File: src/rtl/core/assert_macros.svh
// ----------------------------------------------------------------------------
// assert_macros.svh
// Concurrent assertion macros shared by the radix digit converter RTL.
// ----------------------------------------------------------------------------
`ifndef ASSERT_MACROS_SVH
`define ASSERT_MACROS_SVH

`ifndef SYNTH

// Same-cycle implication, disabled while reset is asserted.
`define ASSERT_IMP(lbl, clk, rst_n, ante, cons) \
  lbl: assert property (@(posedge clk) disable iff (!rst_n) (ante) |-> (cons)) \
    else $error("assertion failed");

// Next-cycle implication, disabled while reset is asserted.
`define ASSERT_NXT(lbl, clk, rst_n, ante, cons) \
  lbl: assert property (@(posedge clk) disable iff (!rst_n) (ante) |=> (cons)) \
    else $error("assertion failed");

`else

`define ASSERT_IMP(lbl, clk, rst_n, ante, cons)
`define ASSERT_NXT(lbl, clk, rst_n, ante, cons)

`endif

`endif

File: src/rtl/core/rdc_pkg.sv
// ----------------------------------------------------------------------------
// rdc_pkg
// Types, constants and helper functions of the radix digit converter.
// ----------------------------------------------------------------------------
package rdc_pkg;

  localparam int VALUE_WIDTH_DEF = 31;
  localparam int STACK_DEPTH_DEF = 32;

  typedef logic [4:0] radix_t;
  typedef logic [3:0] digit_t;
  typedef logic [6:0] char_t;

  localparam radix_t RADIX_RESET = 5'd10;
  localparam radix_t RADIX_MIN   = 5'd2;
  localparam radix_t RADIX_MAX   = 5'd16;

  localparam digit_t DIGIT_LIMIT  = 4'd10;
  localparam char_t  CHAR_ZERO    = 7'h30;
  localparam char_t  CHAR_UPPER_A = 7'h41;

  typedef enum logic [2:0] {
    ST_IDLE,
    ST_DIVIDE,
    ST_PUSH,
    ST_READ,
    ST_FETCH,
    ST_SEND
  } state_t;

  typedef struct packed {
    logic load;
    logic div_step;
    logic push;
    logic pop;
    logic capture;
  } dp_cmd_t;

  typedef struct packed {
    logic div_last;
    logic quot_zero;
    logic out_last;
  } dp_status_t;

  function automatic char_t digit_to_char(digit_t d);
    char_t c;
    if (d < DIGIT_LIMIT) begin
      c = CHAR_ZERO + {3'b000, d};
    end else begin
      c = CHAR_UPPER_A + {3'b000, d} - {3'b000, DIGIT_LIMIT};
    end
    return c;
  endfunction

  function automatic radix_t saturate_radix(radix_t r);
    radix_t b;
    if (r < RADIX_MIN) begin
      b = RADIX_MIN;
    end else if (r > RADIX_MAX) begin
      b = RADIX_MAX;
    end else begin
      b = r;
    end
    return b;
  endfunction

endpackage

File: src/rtl/core/rdc_if.sv
// ----------------------------------------------------------------------------
// rdc_if
// Valid/ready channel interfaces for the input value and the output digits.
// ----------------------------------------------------------------------------
interface rdc_in_if #(
  parameter int VALUE_WIDTH = rdc_pkg::VALUE_WIDTH_DEF
);
  logic                   valid;
  logic                   ready;
  logic [VALUE_WIDTH-1:0] value;

  modport source (output valid, output value, input ready);
  modport sink   (input valid, input value, output ready);
endinterface

interface rdc_out_if;
  logic            valid;
  logic            ready;
  rdc_pkg::digit_t digit_value;
  rdc_pkg::char_t  digit_char;
  logic            last_digit;

  modport source (output valid, output digit_value, output digit_char, output last_digit,
                  input ready);
  modport sink   (input valid, input digit_value, input digit_char, input last_digit,
                  output ready);
endinterface

File: src/rtl/core/radix_digit_converter.sv
// After a load, the bit-serial divider makes each digit, one quotient bit per cycle,
// and a push follows; each digit out then goes through stack read, capture and present, the
// present step holding until the sink holds ready high. One item at a time: a new value
// is accepted only after the last digit of the previous one is sent.
// Reset: synchronous, active-low rst_n; radix returns to 10, digit stack is not cleared.
// ----------------------------------------------------------------------------
// radix_digit_converter
// Converts a non-negative integer to its digits in a configured base, MSD first.
// ----------------------------------------------------------------------------
module radix_digit_converter #(
  parameter int VALUE_WIDTH = rdc_pkg::VALUE_WIDTH_DEF,
  parameter int STACK_DEPTH = rdc_pkg::STACK_DEPTH_DEF
) (
  input  logic             clk,
  input  logic             rst_n,
  input  logic             cfg_wr_en,
  input  rdc_pkg::radix_t  cfg_wr_data,
  rdc_in_if.sink           in_ch,
  rdc_out_if.source        out_ch
);

  import rdc_pkg::*;

  dp_cmd_t    cmd;
  dp_status_t status;

  rdc_ctrl u_ctrl (
    .clk       (clk),
    .rst_n     (rst_n),
    .in_valid  (in_ch.valid),
    .in_ready  (in_ch.ready),
    .out_valid (out_ch.valid),
    .out_ready (out_ch.ready),
    .status    (status),
    .cmd       (cmd)
  );

  rdc_datapath #(
    .VALUE_WIDTH (VALUE_WIDTH),
    .STACK_DEPTH (STACK_DEPTH)
  ) u_datapath (
    .clk             (clk),
    .rst_n           (rst_n),
    .cfg_wr_en       (cfg_wr_en),
    .cfg_wr_data     (cfg_wr_data),
    .in_value        (in_ch.value),
    .cmd             (cmd),
    .status          (status),
    .out_digit_value (out_ch.digit_value),
    .out_digit_char  (out_ch.digit_char),
    .out_last_digit  (out_ch.last_digit)
  );

endmodule

File: src/rtl/core/rdc_ram.sv
// ----------------------------------------------------------------------------
// rdc_ram
// Generic single-write, single-read RAM with registered read data.
// ----------------------------------------------------------------------------
module rdc_ram #(
  parameter int WIDTH = 4,
  parameter int DEPTH = 32
) (
  input  logic                     clk,
  input  logic                     wr_en,
  input  logic [$clog2(DEPTH)-1:0] wr_addr,
  input  logic [WIDTH-1:0]         wr_data,
  input  logic                     rd_en,
  input  logic [$clog2(DEPTH)-1:0] rd_addr,
  output logic [WIDTH-1:0]         rd_data
);

  logic [WIDTH-1:0] mem [DEPTH];
  logic [WIDTH-1:0] rd_data_r;

  always_ff @(posedge clk) begin
    if (wr_en) begin
      mem[wr_addr] <= wr_data;
    end
    if (rd_en) begin
      rd_data_r <= mem[rd_addr];
    end
  end

  assign rd_data = rd_data_r;

endmodule

File: src/rtl/core/rdc_ctrl.sv
// ----------------------------------------------------------------------------
// rdc_ctrl
// Sequencer for the divide, push and pop phases of one conversion.
// ----------------------------------------------------------------------------
`include "assert_macros.svh"

module rdc_ctrl (
  input  logic                clk,
  input  logic                rst_n,
  input  logic                in_valid,
  output logic                in_ready,
  output logic                out_valid,
  input  logic                out_ready,
  input  rdc_pkg::dp_status_t status,
  output rdc_pkg::dp_cmd_t    cmd
);

  import rdc_pkg::*;

  state_t state_r;
  state_t state_nxt;

  always_ff @(posedge clk) begin
    if (!rst_n) begin
      state_r <= ST_IDLE;
    end else begin
      state_r <= state_nxt;
    end
  end

  always_comb begin
    state_nxt = state_r;
    unique case (state_r)
      ST_IDLE: begin
        if (in_valid) begin
          state_nxt = ST_DIVIDE;
        end
      end
      ST_DIVIDE: begin
        if (status.div_last) begin
          state_nxt = ST_PUSH;
        end
      end
      ST_PUSH: begin
        state_nxt = status.quot_zero ? ST_READ : ST_DIVIDE;
      end
      ST_READ: begin
        state_nxt = ST_FETCH;
      end
      ST_FETCH: begin
        state_nxt = ST_SEND;
      end
      ST_SEND: begin
        if (out_ready) begin
          state_nxt = status.out_last ? ST_IDLE : ST_READ;
        end
      end
      default: begin
        state_nxt = ST_IDLE;
      end
    endcase
  end

  always_comb begin
    cmd       = '0;
    in_ready  = 1'b0;
    out_valid = 1'b0;
    unique case (state_r)
      ST_IDLE: begin
        in_ready = 1'b1;
        cmd.load = in_valid;
      end
      ST_DIVIDE: begin
        cmd.div_step = 1'b1;
      end
      ST_PUSH: begin
        cmd.push = 1'b1;
      end
      ST_READ: begin
        cmd.pop = 1'b1;
      end
      ST_FETCH: begin
        cmd.capture = 1'b1;
      end
      ST_SEND: begin
        out_valid = 1'b1;
      end
      default: begin
        cmd = '0;
      end
    endcase
  end

  `ASSERT_IMP(a_no_overlap, clk, rst_n, out_valid, !in_ready)
  `ASSERT_NXT(a_load_divides, clk, rst_n, in_valid && in_ready, state_r == ST_DIVIDE)
  `ASSERT_NXT(a_div_holds, clk, rst_n, state_r == ST_DIVIDE && !status.div_last,
              state_r == ST_DIVIDE)
  `ASSERT_NXT(a_send_holds, clk, rst_n, out_valid && !out_ready, out_valid)

endmodule

File: src/rtl/core/rdc_datapath.sv
// ----------------------------------------------------------------------------
// rdc_datapath
// Bit-serial divider by the radix, digit stack and output digit register.
// ----------------------------------------------------------------------------
`include "assert_macros.svh"

module rdc_datapath #(
  parameter int VALUE_WIDTH = rdc_pkg::VALUE_WIDTH_DEF,
  parameter int STACK_DEPTH = rdc_pkg::STACK_DEPTH_DEF
) (
  input  logic                   clk,
  input  logic                   rst_n,
  input  logic                   cfg_wr_en,
  input  rdc_pkg::radix_t        cfg_wr_data,
  input  logic [VALUE_WIDTH-1:0] in_value,
  input  rdc_pkg::dp_cmd_t       cmd,
  output rdc_pkg::dp_status_t    status,
  output rdc_pkg::digit_t        out_digit_value,
  output rdc_pkg::char_t         out_digit_char,
  output logic                   out_last_digit
);

  import rdc_pkg::*;

  localparam int BIT_W  = $clog2(VALUE_WIDTH);
  localparam int CNT_W  = $clog2(STACK_DEPTH + 1);
  localparam int ADDR_W = $clog2(STACK_DEPTH);

  radix_t                 radix_r;
  radix_t                 base_r;
  logic [VALUE_WIDTH-1:0] dq_r;
  digit_t                 rem_r;
  logic [BIT_W-1:0]       bit_cnt_r;
  logic [CNT_W-1:0]       count_r;
  logic                   last_r;
  digit_t                 out_digit_r;
  logic                   out_last_r;

  logic [4:0]             rem_sh;
  logic                   rem_ge;
  digit_t                 rem_nxt;
  logic                   div_last;
  logic                   stack_full;
  logic [CNT_W-1:0]       count_m1;
  digit_t                 ram_rdata;

  assign rem_sh     = {rem_r, dq_r[VALUE_WIDTH-1]};
  assign rem_ge     = (rem_sh >= base_r);
  assign rem_nxt    = rem_ge ? 4'(rem_sh - base_r) : rem_sh[3:0];
  assign div_last   = (bit_cnt_r == BIT_W'(VALUE_WIDTH - 1));
  assign stack_full = (count_r == CNT_W'(STACK_DEPTH));
  assign count_m1   = count_r - CNT_W'(1);

  always_ff @(posedge clk) begin
    if (!rst_n) begin
      radix_r <= RADIX_RESET;
    end else if (cfg_wr_en) begin
      radix_r <= cfg_wr_data;
    end
  end

  always_ff @(posedge clk) begin
    if (!rst_n) begin
      bit_cnt_r <= '0;
      count_r   <= '0;
    end else begin
      if (cmd.load) begin
        bit_cnt_r <= '0;
        count_r   <= '0;
      end else if (cmd.div_step) begin
        bit_cnt_r <= div_last ? '0 : bit_cnt_r + BIT_W'(1);
      end else if (cmd.push) begin
        bit_cnt_r <= '0;
        if (!stack_full) begin
          count_r <= count_r + CNT_W'(1);
        end
      end else if (cmd.pop) begin
        count_r <= count_m1;
      end
    end
  end

  always_ff @(posedge clk) begin
    if (cmd.load) begin
      base_r <= saturate_radix(radix_r);
      dq_r   <= in_value;
      rem_r  <= '0;
    end else if (cmd.div_step) begin
      dq_r  <= {dq_r[VALUE_WIDTH-2:0], rem_ge};
      rem_r <= rem_nxt;
    end else if (cmd.push) begin
      rem_r <= '0;
    end
    if (cmd.pop) begin
      last_r <= (count_r == CNT_W'(1));
    end
    if (cmd.capture) begin
      out_digit_r <= ram_rdata;
      out_last_r  <= last_r;
    end
  end

  rdc_ram #(
    .WIDTH ($bits(digit_t)),
    .DEPTH (STACK_DEPTH)
  ) u_stack (
    .clk     (clk),
    .wr_en   (cmd.push && !stack_full),
    .wr_addr (count_r[ADDR_W-1:0]),
    .wr_data (rem_r),
    .rd_en   (cmd.pop),
    .rd_addr (count_m1[ADDR_W-1:0]),
    .rd_data (ram_rdata)
  );

  assign status.div_last  = div_last;
  assign status.quot_zero = (dq_r == '0);
  assign status.out_last  = out_last_r;

  assign out_digit_value = out_digit_r;
  assign out_digit_char  = digit_to_char(out_digit_r);
  assign out_last_digit  = out_last_r;

  `ASSERT_IMP(a_count_bound, clk, rst_n, 1'b1, count_r <= CNT_W'(STACK_DEPTH))
  `ASSERT_IMP(a_pop_nonempty, clk, rst_n, cmd.pop, count_r != '0)
  `ASSERT_NXT(a_div_wraps, clk, rst_n, cmd.div_step && div_last, bit_cnt_r == '0)

endmodule
File: src/flat_wrapper.sv
// flat-port wrapper written by rule: the top's interface ports become plain ports
module radix_digit_converter_flat import rdc_pkg::*;
#(
  parameter int VALUE_WIDTH = rdc_pkg::VALUE_WIDTH_DEF,
  parameter int STACK_DEPTH = rdc_pkg::STACK_DEPTH_DEF
)
  (clk, rst_n, cfg_wr_en, cfg_wr_data, in_ch_valid, in_ch_value, in_ch_ready, out_ch_valid, out_ch_digit_value, out_ch_digit_char, out_ch_last_digit, out_ch_ready);
  rdc_in_if #(.VALUE_WIDTH(VALUE_WIDTH)) in_ch_i ();
  rdc_out_if out_ch_i ();
  input  logic clk;
  input  logic rst_n;
  input  logic cfg_wr_en;
  input  rdc_pkg::radix_t cfg_wr_data;
  input wire logic [$bits(in_ch_i.valid)-1:0] in_ch_valid;
  input wire logic [$bits(in_ch_i.value)-1:0] in_ch_value;
  output wire logic [$bits(in_ch_i.ready)-1:0] in_ch_ready;
  output wire logic [$bits(out_ch_i.valid)-1:0] out_ch_valid;
  output wire logic [$bits(out_ch_i.digit_value)-1:0] out_ch_digit_value;
  output wire logic [$bits(out_ch_i.digit_char)-1:0] out_ch_digit_char;
  output wire logic [$bits(out_ch_i.last_digit)-1:0] out_ch_last_digit;
  input wire logic [$bits(out_ch_i.ready)-1:0] out_ch_ready;
  assign in_ch_i.valid = in_ch_valid;
  assign in_ch_i.value = in_ch_value;
  assign in_ch_ready = in_ch_i.ready;
  assign out_ch_valid = out_ch_i.valid;
  assign out_ch_digit_value = out_ch_i.digit_value;
  assign out_ch_digit_char = out_ch_i.digit_char;
  assign out_ch_last_digit = out_ch_i.last_digit;
  assign out_ch_i.ready = out_ch_ready;
  radix_digit_converter #(.VALUE_WIDTH(VALUE_WIDTH), .STACK_DEPTH(STACK_DEPTH)) u_core (.clk(clk), .rst_n(rst_n), .cfg_wr_en(cfg_wr_en), .cfg_wr_data(cfg_wr_data), .in_ch(in_ch_i), .out_ch(out_ch_i));
endmodule
File: config.mk
export PLATFORM = sky130hd
export DESIGN_NAME = radix_digit_converter_flat
export DESIGN_NICKNAME = d
export VERILOG_FILES = /design/src/rtl/core/rdc_pkg.sv /design/src/rtl/core/rdc_if.sv /design/src/rtl/core/radix_digit_converter.sv /design/src/rtl/core/rdc_ram.sv /design/src/rtl/core/rdc_ctrl.sv /design/src/rtl/core/rdc_datapath.sv /design/src/flat_wrapper.sv
export VERILOG_INCLUDE_DIRS = /design/src /design/src/rtl/core
export SDC_FILE = /design/constraint.sdc
export NUM_CORES = 1
export LEC_CHECK = 0
export ABC_AREA = 1
export ABC_CLOCK_PERIOD_IN_PS = 2600
export BUFFER_PORTS_ARGS = -buffer_cell sky130_fd_sc_hd__buf_2
export CAP_MARGIN = 40
export CORE_UTILIZATION = 35
export DETAILED_ROUTE_END_ITERATION = 12
export GPL_TIMING_DRIVEN = 0
export PLACE_DENSITY = 0.52
export SYNTH_ARGS = -nofsm -noshare
export SYNTH_HDL_FRONTEND = slang
export SYNTH_HIERARCHICAL = 1
export SYNTH_SLANG_ARGS = --single-unit
File: constraint.sdc
create_clock -name clk -period 2.6 [get_ports clk]
set_input_delay 0.39 -clock clk [delete_from_list [all_inputs] [get_ports clk]]
set_output_delay 0.39 -clock clk [all_outputs]
set_load 0.02 [all_outputs]
# Word-level counts from Yosys, hierarchy flattened
# Memories as Yosys holds them, arrays and structs flattened. A register that Yosys moved wholly into a read port is not among the register bits.
# Cells that the tools add are included.
# word_totals
out_inout_bits	14
in_bits	41
mem_count	1
ramBits	128
word_cells	76
regBits	65
# memory_table
name	words	width	read_ports	rd_clocked_by_memory_dff	write_ports	line	rtl
u_core.u_datapath.u_stack.mem	32	4	1	1	1	rdc_ram.sv:18	logic [WIDTH-1:0] mem [DEPTH];
# classes
bitwise	2
muxes	28
add_sub_neg	7
magnitude_cmp	4
n_reduce_logical	11
n_eq_ne	12
# ops
operator	n
two-way mux 31 bit	2
zero test 31 bit	1
two-way mux 5 bit	4
two-way mux 6 bit	3
one-hot mux 3 bit (6 select lines)	1
two-way mux 4 bit	3
two-way mux 1 bit	9
two-way mux 3 bit	3
!= test 2 bit (second input constant)	4
adder 6 x 4 -> 7 bit (first input constant)	1
adder 7 x 4 -> 7 bit (first input constant)	1
two-way mux 7 bit	1
subtractor 7 x 4 -> 7 bit (second input constant)	1
adder 6 x 1 -> 6 bit (second input constant)	1
== test 3 x 2 -> 1 bit (second input constant)	2
== test 3 bit (second input constant)	2
== test 6 x 1 -> 1 bit (second input constant)	1
== test 6 bit (second input constant)	1
AND reduction 3 bit	2
nonzero test 2 bit	3
subtractor 6 x 1 -> 6 bit (second input constant)	1
adder 5 x 1 -> 5 bit (second input constant)	1
== test 5 bit (second input constant)	1
>= comparator 5 bit	1
other kinds (11)	14

# Logic depth before layout (Yosys ltp)
# logic_depth
word_depth	5
ltp_mapped	13
ltp_nobuf	11

# By module
# Netlist, hierarchy kept.
# modules_own_cells
module	instances	seq_area_each_um2	cells_each	area_each_um2
rdc_ram	1	3963.8	486	5536.6
rdc_datapath	1	1661.6	375	3188.1
rdc_ctrl	1	60.1	43	250.2

# Worst setup path after synthesis
# OpenSTA, ideal clock, no wires.
# synth_path
path_type	register -> register
from	register u_core.u_ctrl.state_r[1]
to	register u_core.u_datapath.dq_r[0] (enable)
period_less_slack_ns	2.345
t_required_ns	2.212
t_arrival_ns	1.957
stages_incl_launch_ff	7
setup_slack_ns	0.255
setup_ns	0.388
path_buffers	1
path_cell_list	dfxtp_1 > nor2_2 > nand2_1 > nor2_1 > inv_1 > clkbuf_1 > nand2_1
# synth_rtl
element	line	rtl
from (decl)	rdc_ctrl.sv:20	state_t state_r;
from (signal assigned)	rdc_ctrl.sv:27	state_r <= state_nxt;
to (signal assigned)	rdc_datapath.sv:86	dq_r <= in_value;
to (signal assigned)	rdc_datapath.sv:89	dq_r <= {dq_r[VALUE_WIDTH-2:0], rem_ge};
to (decl)	rdc_datapath.sv:31	logic [VALUE_WIDTH-1:0] dq_r;

# Worst setup path in the final report
# layout_path
from	register u_core.u_datapath.count_r[1]
to	register u_core.u_datapath.u_stack.rd_data_r[0] (netlist: u_core/u_datapath/u_stack/rd_data[0]), read port of u_core.u_datapath.u_stack.mem (data pin)
# layout_via
elab_chain_cells	1
# layout_lines
element	line	rtl
from (decl)	rdc_datapath.sv:34	logic [CNT_W-1:0] count_r;
from (signal assigned)	rdc_datapath.sv:75	count_r <= count_r + CNT_W'(1);
from (signal assigned)	rdc_datapath.sv:78	count_r <= count_m1;
subtractor 6 x 1 -> 6 bit	rdc_datapath.sv:52	assign count_m1 = count_r - CNT_W'(1);
named net u_core.u_datapath.count_m1[2]	rdc_datapath.sv:44	logic [CNT_W-1:0] count_m1;
to (decl)	rdc_ram.sv:19	logic [WIDTH-1:0] rd_data_r;
# The timed path passes the listed nets, and every way through them passes these cells.
# A chain may end at the register's enable or synchronous reset.

==> results by stage <==
Global routing:
- The global routing's busiest layer is met2.
- The global router's overall resource usage is 16.66%.
- The final global-route overflow total is 0.
- For this run, global-route usage on met3 was measured as under 10%.
- The number of global-route vias before repair is roughly 6100.
- The first global-routing pass estimated approximately 33 mm of wire.
- The met2 usage is 27.19%.
- Entering global routing, the biggest net connects 36 pins.
- The initial antenna violation count is 0.
- The global routing met1 resource utilization is 21.93%.

Layout:
- Summing all multi-input logic gate instances after layout gives 0.002793 sq mm.
- From synthesis to final layout, the design area changed by 16.02%.
- The total non-filler cell area in the finished layout is between 0.01 and 0.015 sq mm.
- Of the cells placed in the final design, the portion with a size suffix greater than 1 is around 16%.
- The post-layout net count is ~1000.
- The antenna cell count is 0.
- The fill cell total of the finished layout is around 2500.
- Registers take approximately 0.0057 sq mm.

Worst setup path:
- The worst path required time is 2770 ps.
- The highest cell delay on the worst timing path is about 450 ps.
- By startpoint and endpoint, the worst setup path is classified as reg2reg.
- Along the worst path, the maximum fanout reaches 10.
- Setup slack on the worst reg-to-reg path comes out at ~150 ps.
- STA puts the critical path data arrival time at 2620 ps.
- Walking the worst path, the cells encountered are inv_1 > ha_1 > xor2_1 > buf_2 > inv_1 > buf_6 > nand3_1 > nand2_1 > nand2_1 > nand2_1 > nand2_1 > nand2_1.
- The standard cell with the maximum stage delay on the critical path is sky130_fd_sc_hd__dfxtp_1.
- Counting both buffers and inverters, the worst setup path holds a total of 4.
- The worst setup path is captured at a flip-flop.
- The kind of cell with the highest combined delay along the critical path is buffers and inverters.
- The element type at the critical path start is a flip-flop.
- The cell that appears most often on the critical path is sky130_fd_sc_hd__nand2_1.

Routing:
- In this run the remaining antenna-violating nets after routing total 0.
- Before antenna repair, the detailed router went through 5 iterations.
- Summed over all layers, the routed wires come to between 20 and 25 mm.
- The count of vias placed by the detailed router is roughly 6300.
- For this block, the initial DRC count from the detailed router was about 410.
- The routed via count divided by cell count is 4.750.
- After detailed routing, the number of remaining DRC violations is 0.
- The average wire per standard cell is between 15 and 20 um.

Synthesis:
- The library cell with the largest summed area after synthesis is sky130_fd_sc_hd__edfxtp_1.
- For this run, the number of Yosys warnings is 6.
- The top cell type by area accounts for roughly three fifths of the synthesized area.
- After synthesis, the cell types taking the most area are sky130_fd_sc_hd__edfxtp_1 58%, sky130_fd_sc_hd__nand2_1 13%, sky130_fd_sc_hd__nand3_1 7.3%.
- After synthesis, the mean cell area works out to 9.928 sq um.
- The cell area that synthesis handed to floorplanning was 0.008975 sq mm.
- The number of enable-type register cells in the synthesized netlist is 174.
- The number of instances in the synthesized netlist is 904.
- After synthesis, the most frequently instantiated cells are 312 x sky130_fd_sc_hd__nand2_1, 174 x sky130_fd_sc_hd__edfxtp_1, 131 x sky130_fd_sc_hd__nand3_1, 61 x sky130_fd_sc_hd__nor2_1, 59 x sky130_fd_sc_hd__inv_1.
- The leading cell type by number of instances after synthesis is sky130_fd_sc_hd__nand2_1.
- Counting flops and latches in the post-synthesis netlist gives around 200.
- The distinct cell type count after synthesis is 33.
- Synthesis produced a netlist with a net count of between 900 and 1000.
- For this run, the leading register cell type out of synthesis is sky130_fd_sc_hd__edfxtp_1.
- The proportion of synthesized chip area in sequential cells is between 60% and 70%.
- The async set or reset register ratio after synthesis is 0%.

Clocking:
- Clock-pin slew was measured on the worst setup and hold paths at around 80 ps.
- Post-CTS timing repair inserted 0 buffers for setup.
- CTS saw roughly 200 sinks.
- The buffer type at the clock tree root is sky130_fd_sc_hd__clkbuf_16.
- Counting along the longest clock path gives a buffer depth of 2.
- TritonCTS built the clock tree.
- Clock latency on the worst-skew pair, taken at its later pin, is approximately 440 ps.
- Buffers inserted to repair hold after CTS numbered 0.
- The count of cells resized by post-cts repair is 3.
- Buffers inserted during clock tree synthesis total 17.
- The deepest level of the CTS H-tree is 4.

STA:
- The post-route clock period utilization is a little over nine tenths.
- The post-route worst hold slack is approximately 160 ps.
- The peak clock frequency supported by timing is between 400 and 500 MHz.
- The worst path meets setup with about 150 ps of slack.
- Setup repair after global routing left no endpoint under its margin.
- Setup violations remaining at the end of the flow were counted as 0.
- The final period demand of the worst path is around 2400 ps.
- The final count of hold timing violations is 0.
- At the pin with the least slew margin, the transition time is around 780 ps.
- The count of pins over their slew limit is 0.
- The worst pin sits at a relative slew slack of between 40% and 50%.
- The final sum of negative setup slack is 0 ps.
- For the final database, setup skew stands at 8.808 ps.

Floorplan:
- The width of the die is between 150 and 200 um.
- Row generation in the floorplan step produced between 50 and 60 rows.
- The region available for standard cell placement spans roughly 0.025 sq mm.
- Once the floorplan was initialized, standard cells occupied between 30% and 40% of the core.
- The I/O pin total is 55.
- The die covers roughly 0.026 sq mm.
- In this run the vertical extent of the chip is between 150 and 200 um.

Power:
- The analysis attributes to cell leakage a power of between 4 and 5 nW.
- The largest voltage drop on the vdd net is approximately 350 uV.
- The areal power density over the cells is ~760 mW/mm^2.

Worst hold path:
- The path class of the lowest-slack min-delay path is in2reg.

Status:
- The run finished with clean final reports.

Place:
- The number of I/O port buffers is 54.
- The routability congestion estimate is 0.8432.
- Timing analysis after detailed placement gives a worst setup slack of -176.0 ps.
- The HPWL after detailed placement is around 15 mm.
- The standard cell area after detailed placement is 0.009777 sq mm.

Flow run:
- The number of max-cap violations is 0.
==> flip-flops by register name, indices dropped and copies added, names as in the netlist <==
name	count
u_core/u_datapath/radix_r	5
u_core/u_datapath/bit_cnt_r	5
u_core/u_datapath/out_last_digit	1
u_core/u_datapath/base_r	5
u_core/u_datapath/rem_r	4
u_core/u_datapath/count_r	6
u_core/u_ctrl/state_r	3
u_core/u_datapath/u_stack/rd_data	4
u_core/u_datapath/out_digit_value	4
u_core/u_datapath/dq_r	31
u_core/u_datapath/last_r	1
u_core/u_datapath/u_stack/mem	128
==> final cells by class <==
| class | instances | share of cell area, % |
|---|---|---|
| clock inverter | 14 | 1.706 |
| tap | 330 | 3.965 |
| sequential | 197 | 54.63 |
| timing repair buffer | 60 | 3.725 |
| multi-input combinational | 602 | 26.82 |
| buffer | 36 | 2.547 |
| clock buffer | 18 | 4.122 |
| inverter | 69 | 2.487 |
==> report_power, final <==
group | internal [mW] | switching (mW)
Sequential | 3.82 | 0.206
Clock | 1.47 | 1.26
Combinational | 0.430 | 0.771
==> worst register-to-register path, cell delays in order, from the launching register on <==
cell                      delay, ps
sky130_fd_sc_hd__dfxtp_1        450
sky130_fd_sc_hd__inv_1          140
sky130_fd_sc_hd__ha_1           220
sky130_fd_sc_hd__xor2_1         180
sky130_fd_sc_hd__buf_2          260
sky130_fd_sc_hd__inv_1          210
sky130_fd_sc_hd__buf_6          210
sky130_fd_sc_hd__nand3_1        140
sky130_fd_sc_hd__nand2_1         70
sky130_fd_sc_hd__nand2_1         60
sky130_fd_sc_hd__nand2_1         60
sky130_fd_sc_hd__nand2_1         60
sky130_fd_sc_hd__nand2_1        110
==> stage by stage <==
stage | total power, mW | utilization (%) | std cells
floorplan | 4.774 | - | 904
global placement | 5.201 | 38.35 | 1288
detailed placement | 5.301 | 38.83 | 1294
CTS | 8.033 | 41.27 | 1326
global route | 8.319 | 41.35 | 1326
finish | 7.950 | 41.35 | 1326
==> worst paths after layout <==
check                                       startpoint                                    to  depth (start not counted)
hold reg to reg   u_core/u_datapath/u_stack/rd_data[1]  u_core/u_datapath/out_digit_value[1]                          0
hold / removal                          cfg_wr_data[3]          u_core/u_datapath/radix_r[3]                          3
setup / recovery          u_core/u_datapath/count_r[1]  u_core/u_datapath/u_stack/rd_data[0]                         12
setup reg to reg          u_core/u_datapath/count_r[1]  u_core/u_datapath/u_stack/rd_data[0]                         12
==> layer usage <==
| layer | wire (um) | vias to the layer above | share of wire, % |
|---|---|---|---|
| met1 | 9747 | 2947 | 47 |
| met3 | 670 | 23 | 3.2 |
| li1 | - | 3203 | - |
| met4 | 413 | 0 | 2.0 |
| met5 | 0 | - | 0 |
| met2 | 9825 | 126 | 48 |
==> layout by cell type (no fill, tap or decap), types with 2 or more instances in the layout <==
master,Yosys,routed
sky130_fd_sc_hd__buf_6,7,7
sky130_fd_sc_hd__dfxtp_1,23,21
sky130_fd_sc_hd__nor4_1,7,7
sky130_fd_sc_hd__buf_2,13,68
sky130_fd_sc_hd__nor2_2,5,13
sky130_fd_sc_hd__o21ai_0,19,19
sky130_fd_sc_hd__clkbuf_8,2,2
sky130_fd_sc_hd__clkbuf_1,2,3
sky130_fd_sc_hd__bufinv_16,0,2
sky130_fd_sc_hd__ha_1,12,12
sky130_fd_sc_hd__nand3_1,131,130
sky130_fd_sc_hd__dfxtp_2,0,2
sky130_fd_sc_hd__nand2_2,4,5
sky130_fd_sc_hd__inv_1,59,59
sky130_fd_sc_hd__nand4_1,7,7
sky130_fd_sc_hd__nor2_1,61,53
sky130_fd_sc_hd__inv_2,10,10
sky130_fd_sc_hd__nor3_1,3,3
sky130_fd_sc_hd__nor2_4,3,3
sky130_fd_sc_hd__clkinvlp_4,0,2
sky130_fd_sc_hd__buf_8,0,2
sky130_fd_sc_hd__inv_6,0,4
sky130_fd_sc_hd__buf_16,0,3
sky130_fd_sc_hd__xor2_1,7,7
sky130_fd_sc_hd__xnor2_1,3,3
sky130_fd_sc_hd__nand2_1,312,311
sky130_fd_sc_hd__clkbuf_16,0,17
sky130_fd_sc_hd__edfxtp_1,174,174
sky130_fd_sc_hd__a21oi_1,19,19
sky130_fd_sc_hd__inv_8,0,6
sky130_fd_sc_hd__nand3_2,2,3
sky130_fd_sc_hd__buf_4,10,10
==> logic make-up after synthesis <==
family          synth area share (%)
simple gates                   25.60
flops                          63.35
buf+inv                        5.841
compound gates                 2.342
fa+ha+maj                      1.896
xor+xnor                      0.9759
Power figures use the tool's default switching activity.
